### src/rtl/core/ltcd_pkg.sv
`timescale 1ns / 1ps
// ----------------------------------------------------------------------------
// ltcd_pkg
// Shared types and constants of the LRU tag cache directory.
// ----------------------------------------------------------------------------
package ltcd_pkg;

  localparam int SLOTS      = 8;
  localparam int SLOT_W     = $clog2(SLOTS);
  localparam int CNT_W      = $clog2(SLOTS + 1);
  localparam int KEY_BITS   = 16;
  localparam int STAMP_BITS = 32;

  // fixed field widths of the item and result ports
  localparam int OWNER_W     = 4;
  localparam int FRAME_KEY_W = 16;
  localparam int OUTCOME_W   = 2;
  localparam int STATUS_W    = 3;
  localparam int SLOT_IDX_W  = 3;
  localparam int COUNT_W     = 4;

  // accepted owner ids: 0 up to OWNER_LAST, and OWNER_ALT
  localparam logic [OWNER_W-1:0] OWNER_LAST = 4'd6;
  localparam logic [OWNER_W-1:0] OWNER_ALT  = 4'd8;

  localparam logic FUNC_LOOKUP = 1'b0;
  localparam logic FUNC_CLEAR  = 1'b1;

  localparam logic [OUTCOME_W-1:0] FILL_OK        = 2'd0;
  localparam logic [OUTCOME_W-1:0] FILL_FAIL_PRE  = 2'd1;
  localparam logic [OUTCOME_W-1:0] FILL_FAIL_POST = 2'd2;

  typedef enum logic [STATUS_W-1:0] {
    STS_HIT     = 3'd0,
    STS_FILLED  = 3'd1,
    STS_REJECT  = 3'd2,
    STS_FAIL    = 3'd3,
    STS_CLEARED = 3'd4
  } status_e;

  typedef struct packed {
    logic [OWNER_W-1:0]    owner;
    logic [KEY_BITS-1:0]   key;
    logic [STAMP_BITS-1:0] stamp;
  } entry_t;

  localparam int ENTRY_W = $bits(entry_t);

endpackage

### src/rtl/core/ltcd_ram.sv
`timescale 1ns / 1ps
// ----------------------------------------------------------------------------
// ltcd_ram
// Generic simple dual-port RAM, one write and one registered read port.
// ----------------------------------------------------------------------------
module ltcd_ram #(
  parameter int WIDTH = 8,
  parameter int DEPTH = 8
) (
  input  logic                     clk_i,
  input  logic                     we_i,
  input  logic [$clog2(DEPTH)-1:0] waddr_i,
  input  logic [WIDTH-1:0]         wdata_i,
  input  logic                     re_i,
  input  logic [$clog2(DEPTH)-1:0] raddr_i,
  output logic [WIDTH-1:0]         rdata_o
);

  logic [WIDTH-1:0] mem_q [DEPTH];

  always_ff @(posedge clk_i) begin
    if (we_i) begin
      mem_q[waddr_i] <= wdata_i;
    end
    if (re_i) begin
      rdata_o <= mem_q[raddr_i];
    end
  end

endmodule

### src/rtl/core/lru_tag_cache_directory.sv
`timescale 1ns / 1ps
// ----------------------------------------------------------------------------
// lru_tag_cache_directory
// Eight-slot fully associative cache directory with timestamp LRU.
// ----------------------------------------------------------------------------
// Usage:
//   An item (func_i, owner_id_i, frame_key_i, fill_outcome_i) is taken at a
//   rising edge with start high and busy low. One result per item comes back
//   on status_o, slot_index_o, replaced_valid_o and cached_count_o, marked by
//   done_o for exactly one cycle; the receiver cannot stall it.
//   Clear and rejected-id items skip the scan: done_o is high in the cycle
//   after acceptance and busy stays low, so the next item may follow at once.
//   A lookup reads the tag/stamp RAM one slot per cycle over its single
//   registered read port, then updates the directory in S_DONE; done_o is
//   high in the first cycle with busy low. No new item is taken while busy,
//   so lookups do not overlap; the slot scan over the RAM sets their pace.
//   Valid bits and the stamp counter sit in flops; reset (rst_ni low) clears
//   them at once, so the RAM content needs no clearing pass.
// ----------------------------------------------------------------------------
module lru_tag_cache_directory (
  input  logic                              clk_i,
  input  logic                              rst_ni,
  input  logic                              start,
  output logic                              busy,
  input  logic                              func_i,
  input  logic [ltcd_pkg::OWNER_W-1:0]      owner_id_i,
  input  logic [ltcd_pkg::FRAME_KEY_W-1:0]  frame_key_i,
  input  logic [ltcd_pkg::OUTCOME_W-1:0]    fill_outcome_i,
  output logic                              done_o,
  output logic [ltcd_pkg::STATUS_W-1:0]     status_o,
  output logic [ltcd_pkg::SLOT_IDX_W-1:0]   slot_index_o,
  output logic                              replaced_valid_o,
  output logic [ltcd_pkg::COUNT_W-1:0]      cached_count_o
);

  typedef enum logic [2:0] {
    S_IDLE = 3'b001,
    S_SCAN = 3'b010,
    S_DONE = 3'b100
  } state_e;

  state_e state_q, state_d;

  logic [ltcd_pkg::SLOT_W:0]          idx_q, idx_d;
  logic                               rd_vld_q, rd_vld_d;
  logic [ltcd_pkg::SLOT_W-1:0]        rd_idx_q, rd_idx_d;
  logic [ltcd_pkg::SLOTS-1:0]         valid_q, valid_d;
  logic [ltcd_pkg::STAMP_BITS-1:0]    counter_q, counter_d;
  logic                               hit_q, hit_d;
  logic [ltcd_pkg::SLOT_W-1:0]        hit_idx_q, hit_idx_d;
  logic [ltcd_pkg::SLOT_W-1:0]        best_idx_q, best_idx_d;
  logic [ltcd_pkg::STAMP_BITS-1:0]    best_stamp_q, best_stamp_d;
  logic                               done_q, done_d;

  // item payload
  logic [ltcd_pkg::OWNER_W-1:0]       owner_q;
  logic [ltcd_pkg::KEY_BITS-1:0]      key_q;
  logic [ltcd_pkg::OUTCOME_W-1:0]     outcome_q;
  logic                               load;

  // result payload
  ltcd_pkg::status_e                  status_q, status_d;
  logic [ltcd_pkg::SLOT_W-1:0]        slot_q, slot_d;
  logic                               repl_q, repl_d;
  logic [ltcd_pkg::CNT_W-1:0]         count_q, count_d;

  // RAM ports
  logic                               issue;
  logic                               ram_we;
  logic [ltcd_pkg::SLOT_W-1:0]        ram_waddr;
  ltcd_pkg::entry_t                   ram_wdata;
  logic [ltcd_pkg::ENTRY_W-1:0]       ram_rdata;
  ltcd_pkg::entry_t                   rd_entry;

  logic                               owner_ok;
  logic                               any_inv;
  logic [ltcd_pkg::SLOT_W-1:0]        first_inv;
  logic [ltcd_pkg::SLOT_W-1:0]        victim;
  logic [ltcd_pkg::STAMP_BITS-1:0]    stamp_next;

  assign rd_entry   = ram_rdata;
  assign owner_ok   = (owner_id_i inside {[4'd0 : ltcd_pkg::OWNER_LAST], ltcd_pkg::OWNER_ALT});
  assign issue      = (state_q == S_SCAN) && (idx_q < (ltcd_pkg::SLOT_W + 1)'(ltcd_pkg::SLOTS));
  assign stamp_next = counter_q + 1'b1;
  assign any_inv    = ~&valid_q;
  assign victim     = any_inv ? first_inv : best_idx_q;

  always_comb begin
    first_inv = '0;
    for (int i = ltcd_pkg::SLOTS - 1; i >= 0; i--) begin
      if (!valid_q[i]) begin
        first_inv = ltcd_pkg::SLOT_W'(i);
      end
    end
  end

  ltcd_ram #(
    .WIDTH (ltcd_pkg::ENTRY_W),
    .DEPTH (ltcd_pkg::SLOTS)
  ) u_ram (
    .clk_i   (clk_i),
    .we_i    (ram_we),
    .waddr_i (ram_waddr),
    .wdata_i (ram_wdata),
    .re_i    (issue),
    .raddr_i (idx_q[ltcd_pkg::SLOT_W-1:0]),
    .rdata_o (ram_rdata)
  );

  always_comb begin
    state_d      = state_q;
    idx_d        = idx_q;
    rd_vld_d     = issue;
    rd_idx_d     = idx_q[ltcd_pkg::SLOT_W-1:0];
    valid_d      = valid_q;
    counter_d    = counter_q;
    hit_d        = hit_q;
    hit_idx_d    = hit_idx_q;
    best_idx_d   = best_idx_q;
    best_stamp_d = best_stamp_q;
    done_d       = 1'b0;
    load         = 1'b0;
    status_d     = status_q;
    slot_d       = '0;
    repl_d       = 1'b0;
    ram_we       = 1'b0;
    ram_waddr    = victim;
    ram_wdata    = '{owner: owner_q, key: key_q, stamp: stamp_next};

    case (state_q)
      S_IDLE: begin
        if (start) begin
          if (func_i == ltcd_pkg::FUNC_CLEAR) begin
            valid_d   = '0;
            counter_d = '0;
            done_d    = 1'b1;
            status_d  = ltcd_pkg::STS_CLEARED;
          end else if (!owner_ok) begin
            done_d   = 1'b1;
            status_d = ltcd_pkg::STS_REJECT;
          end else begin
            load    = 1'b1;
            hit_d   = 1'b0;
            idx_d   = '0;
            state_d = S_SCAN;
          end
        end
      end
      S_SCAN: begin
        if (issue) begin
          idx_d = idx_q + 1'b1;
        end
        if (rd_vld_q) begin
          if (!hit_q && valid_q[rd_idx_q] && rd_entry.owner == owner_q &&
              rd_entry.key == key_q) begin
            hit_d     = 1'b1;
            hit_idx_d = rd_idx_q;
          end
          // strict less keeps the lowest index on equal stamps
          if (rd_idx_q == '0 || rd_entry.stamp < best_stamp_q) begin
            best_stamp_d = rd_entry.stamp;
            best_idx_d   = rd_idx_q;
          end
          if (rd_idx_q == ltcd_pkg::SLOT_W'(ltcd_pkg::SLOTS - 1)) begin
            state_d = S_DONE;
          end
        end
      end
      S_DONE: begin
        state_d = S_IDLE;
        done_d  = 1'b1;
        if (hit_q) begin
          ram_we    = 1'b1;
          ram_waddr = hit_idx_q;
          counter_d = stamp_next;
          status_d  = ltcd_pkg::STS_HIT;
          slot_d    = hit_idx_q;
        end else if (outcome_q == ltcd_pkg::FILL_OK) begin
          ram_we          = 1'b1;
          counter_d       = stamp_next;
          valid_d[victim] = 1'b1;
          status_d        = ltcd_pkg::STS_FILLED;
          slot_d          = victim;
          repl_d          = valid_q[victim];
        end else if (outcome_q == ltcd_pkg::FILL_FAIL_POST) begin
          valid_d[victim] = 1'b0;
          status_d        = ltcd_pkg::STS_FAIL;
          slot_d          = victim;
          repl_d          = valid_q[victim];
        end else begin
          status_d = ltcd_pkg::STS_FAIL;
        end
      end
      default: begin
        state_d = S_IDLE;
      end
    endcase
  end

  always_comb begin
    count_d = '0;
    for (int i = 0; i < ltcd_pkg::SLOTS; i++) begin
      count_d = count_d + ltcd_pkg::CNT_W'(valid_d[i]);
    end
  end

  always_ff @(posedge clk_i or negedge rst_ni) begin
    if (!rst_ni) begin
      state_q   <= S_IDLE;
      idx_q     <= '0;
      rd_vld_q  <= 1'b0;
      valid_q   <= '0;
      counter_q <= '0;
      hit_q     <= 1'b0;
      done_q    <= 1'b0;
    end else begin
      state_q   <= state_d;
      idx_q     <= idx_d;
      rd_vld_q  <= rd_vld_d;
      valid_q   <= valid_d;
      counter_q <= counter_d;
      hit_q     <= hit_d;
      done_q    <= done_d;
    end
  end

  always_ff @(posedge clk_i) begin
    rd_idx_q     <= rd_idx_d;
    hit_idx_q    <= hit_idx_d;
    best_idx_q   <= best_idx_d;
    best_stamp_q <= best_stamp_d;
    if (load) begin
      owner_q   <= owner_id_i;
      key_q     <= frame_key_i[ltcd_pkg::KEY_BITS-1:0];
      outcome_q <= fill_outcome_i;
    end
    if (done_d) begin
      status_q <= status_d;
      slot_q   <= slot_d;
      repl_q   <= repl_d;
      count_q  <= count_d;
    end
  end

  assign busy             = (state_q != S_IDLE);
  assign done_o           = done_q;
  assign status_o         = status_q;
  assign slot_index_o     = ltcd_pkg::SLOT_IDX_W'(slot_q);
  assign replaced_valid_o = repl_q;
  assign cached_count_o   = ltcd_pkg::COUNT_W'(count_q);

endmodule

### config.mk
export PLATFORM = sky130hd
export DESIGN_NAME = lru_tag_cache_directory
export DESIGN_NICKNAME = d
export VERILOG_FILES = /design/src/rtl/core/ltcd_pkg.sv /design/src/rtl/core/ltcd_ram.sv /design/src/rtl/core/lru_tag_cache_directory.sv
export SDC_FILE = /design/constraint.sdc
export NUM_CORES = 1
export LEC_CHECK = 0
export ABC_AREA = 0
export BUFFER_PORTS_ARGS = -buffer_cell sky130_fd_sc_hd__buf_2
export CORE_UTILIZATION = 45
export DETAILED_ROUTE_END_ITERATION = 12
export PLACE_DENSITY = 0.6
export SYNTH_ARGS = -nofsm -noshare
export SYNTH_HDL_FRONTEND = slang
export SYNTH_SLANG_ARGS = --single-unit
### constraint.sdc
create_clock -name clk_i -period 13.4 [get_ports clk_i]
set_input_delay 0.67 -clock clk_i [delete_from_list [all_inputs] [get_ports clk_i]]
set_output_delay 0.67 -clock clk_i [all_outputs]
set_load 0.01 [all_outputs]
==> results_dict.tcl <==
set metrics [dict create \
    grt_use_total_pct 18.71 \
    die_x_um 232.1 \
    antenna_cells 0 \
    total_power_uw 3919 \
    routabilityCongestion 0.8695 \
    required_ns 13.77 \
    worstMarginPinSlew_ns 1.040 \
    core_mm2 0.05182 \
    drive_above_1_share_pct 24.16 \
    ys_top_cells_by_area "edfxtp_1 (68%), mux4_2 (9.9%), dfrtp_1 (5.1%)" \
    whs_ns 0.2084 \
    syn_inst 1274 \
    portBuffers 38 \
    setup_viol 0 \
    holdBufCountCts 0 \
    fp-row-count 83 \
    drc 0 \
    finalCritPeriodShare_pct 33.19 \
    drv_slew 0 \
    synth_simple_gate_area_share_pct 3.928 \
    htree_levels 2 \
    skew_ns 0.02911 \
    area_growth_pct 12.92 \
    syn_avg_cell_area_um2 18.70 \
    synth_fp_nets 1340 \
    grt_pass1_wl_mm 74.59 \
    cts_setup_buffers 0 \
    max_freq_ghz 0.2249 \
    synth_top_family_by_area "multiplexers" \
    routed_wl_mm 48.51 \
    clock_sinks 592 \
    drt_iter0_markers 1101 \
    ys_warn_count 0 \
    die_h_um 232.1 \
    cts.repair.resized 0 \
    cap_violations 0 \
    wl_per_cell_um 23.38 \
    avgViaCountPerCell 5.707 \
    cp-end-kind "flop" \
    start_util_pct 45.98 \
    nets 1409 \
    peakVddDrop_mv 0.09990 \
    internal_power_uw 3118 \
    cts_buffers 60 \
    ios 39 \
    synth_top_area_share_pct 67.93 \
    grt_max_degree 59 \
    syn_area_mm2 0.02383 \
    synth-edff-count 539 \
    critPathKind "reg -> reg" \
    comb_power_share_pct 4.4 \
    synth-seq-cells 592 \
    power.density_mw_per_mm2 145.7 \
    antenna_left 0 \
    clk_path_buf_depth 3 \
    rsz0062_at_grt "false" \
    cp-start-kind "flop" \
    seq_area_frac_synth_pct 73.44 \
    antenna_found_initial 0 \
    min_path_type "in -> async" \
    grt.overflow.total 0 \
    pwr-share-seq_pct 52.4 \
    hold_viol 0 \
    min_period_ns 4.447 \
    place_hpwl_mm 26.86 \
    cts_tree "done" \
    clk_pin_slew_worst_paths_ns 0.06 \
    vias 11840 \
    synth_mux_area_share_pct 12.60 \
    clk_latency_ns 0.63 \
    firstDrtPassIters 5 \
    p_clk_share_pct 43.2 \
    die-area_mm2 0.05388 \
    setup_tns_ns 0 \
    p_sw_share_pct 20.45 \
    leakage_uw 0.009033 \
    cts-root-buf "clkbuf_16" \
    yosys.area_share.adder_pct 2.226 \
    async_reset_ff_share_pct 8.446 \
    grt_pass1_vias 12080 \
    critPathArrivalTime_ns 4.82 \
    synth_top_cell_by_area "edfxtp_1" \
    synth-main-ff-cell "edfxtp_1" \
    synth_compound_area_share_pct 4.159 \
    maxSlewHeadroom_pct 30.13 \
    p_sw_uw 801.4 \
    cp_max_fo 8 \
    status "completed" \
    synthXorXnorAreaFrac_pct 1.911 \
    ys_types 62 \
]
cells in the final DEF, fill, tap and decap left out, types with 10 or more instances in the layout:
cell type,Yosys,routed
inv_1,50,50
a21oi_1,22,22
o21ai_0,37,36
edfxtp_1,539,539
clkbuf_1,28,15
xnor2_1,19,19
nand3_1,20,20
mux2_2,53,53
nand4_1,10,10
o31ai_1,12,12
nand2_1,50,50
ha_1,36,36
buf_2,16,38
a41oi_1,10,10
a31oi_1,18,18
xor2_1,33,33
dfrtp_1,49,46
buf_4,3,21
mux4_2,105,105
clkbuf_16,0,60
clkinv_2,0,11
nor2_1,42,33
metrics by stage:
step,utilization (%),instances,cell area (um^2),setup slack [ns]
after floorplan,-,1274,23830,9.179
after global placement,48.02,1961,24880,9.158
after detailed placement,48.02,1961,24880,8.982
after CTS,51.92,2075,26910,9.016
after global routing,51.92,2075,26910,8.681
final,51.92,2075,26910,8.953
metal layers:
layer  GRT usage (%)  part of all wire [%]
met1           27.62                    46
met5               0                     0
met3           2.898                   5.0
met2           28.87                    47
met4           5.387                   2.0
critical path, cell delays in order (launching register included):
cell      delay [ns]
dfrtp_1         0.50
nand4_1         0.20
o21ai_0         0.33
nand3_1         0.25
o311ai_0        0.41
o41ai_1         0.21
fa_1            0.57
inv_1           0.05
fa_1            0.49
fa_1            0.41
inv_1           0.06
ha_1            0.15
inv_1           0.05
fa_1            0.37
xnor2_1         0.14
power by group through the flow:
stage / logic [uW] / registers (uW) / clock network, uW
finish: 171 / 2050 / 1690
global route: 187 / 2060 / 1800
CTS: 176 / 2060 / 1730
detailed placement: 175 / 2090 / 0
global placement: 173 / 2090 / 0
floorplan: 143 / 2080 / 0
cell usage after synthesis, drive strengths merged (3+ instances only):
master and count:
buf 23, nor4 9, nor3b 4, o211ai 5, a21oi 23, nand4 11, a31oi 18, nand2 50
a211o 3, o41ai 6, xnor2 19, and2 6, clkbuf 29, a211oi 8, dfrtp 49, nor3 9
fa 4, mux4 105, inv 50, ha 36, a22o 7, and3 9, dfxtp 3, a41oi 10
o311ai 4, nor2b 4, mux2 53, o21ai 39, nand3 22, edfxtp 539, mux2i 4, xor2 33
nor2 42, o31ai 12
path summary, 6_finish.rpt:
kind / slack (ns) / depth (start not counted) / endpoint / start
worst max-delay path: 8.95 / 14 / cached_count_o[2] / valid_q[5]
max in group asynchronous: 12.61 / 2 / idx_q[0] / rst_ni
worst min register to register: 0.45 / 0 / best_stamp_q[5] / u_ram.rdata_o[5]
worst max register to register: 8.95 / 14 / cached_count_o[2] / valid_q[5]
worst min-delay path: 0.21 / 2 / counter_q[21] / rst_ni
min in group clk_i: 0.21 / 1 / key_q[12] / frame_key_i[12]
cell families after synthesis:
kind of cell / after synthesis
buffers and inverters: 102
multiplexers: 162
adder cells (fa/ha/maj): 40
XOR/XNOR: 52
AO/OA/AOI/OAI: 148
flip-flops: 592
AND/OR/NAND/NOR: 178
state kept, by name, summed over array words and instances, names as in the netlist, 4 cells and up:
| name | flops |
|---|---|
| u_ram.mem_q | 416 |
| u_ram.rdata_o | 52 |
| best_stamp_q | 32 |
| counter_q | 32 |
| key_q | 16 |
| valid_q | 8 |
| cached_count_o | 4 |
| idx_q | 4 |
| owner_q | 4 |
cell type report:
cell class	instances	area [um^2]
Inverter	50	187.7
Clock inverter	32	369.1
Tap cell	680	850.8
Fill cell	4107	24910
Clock buffer	82	1654
Timing Repair Buffer	59	347.8
Sequential cell	592	17510
Multi-Input combinational cell	580	5991
Power figures use the tool's default switching activity.
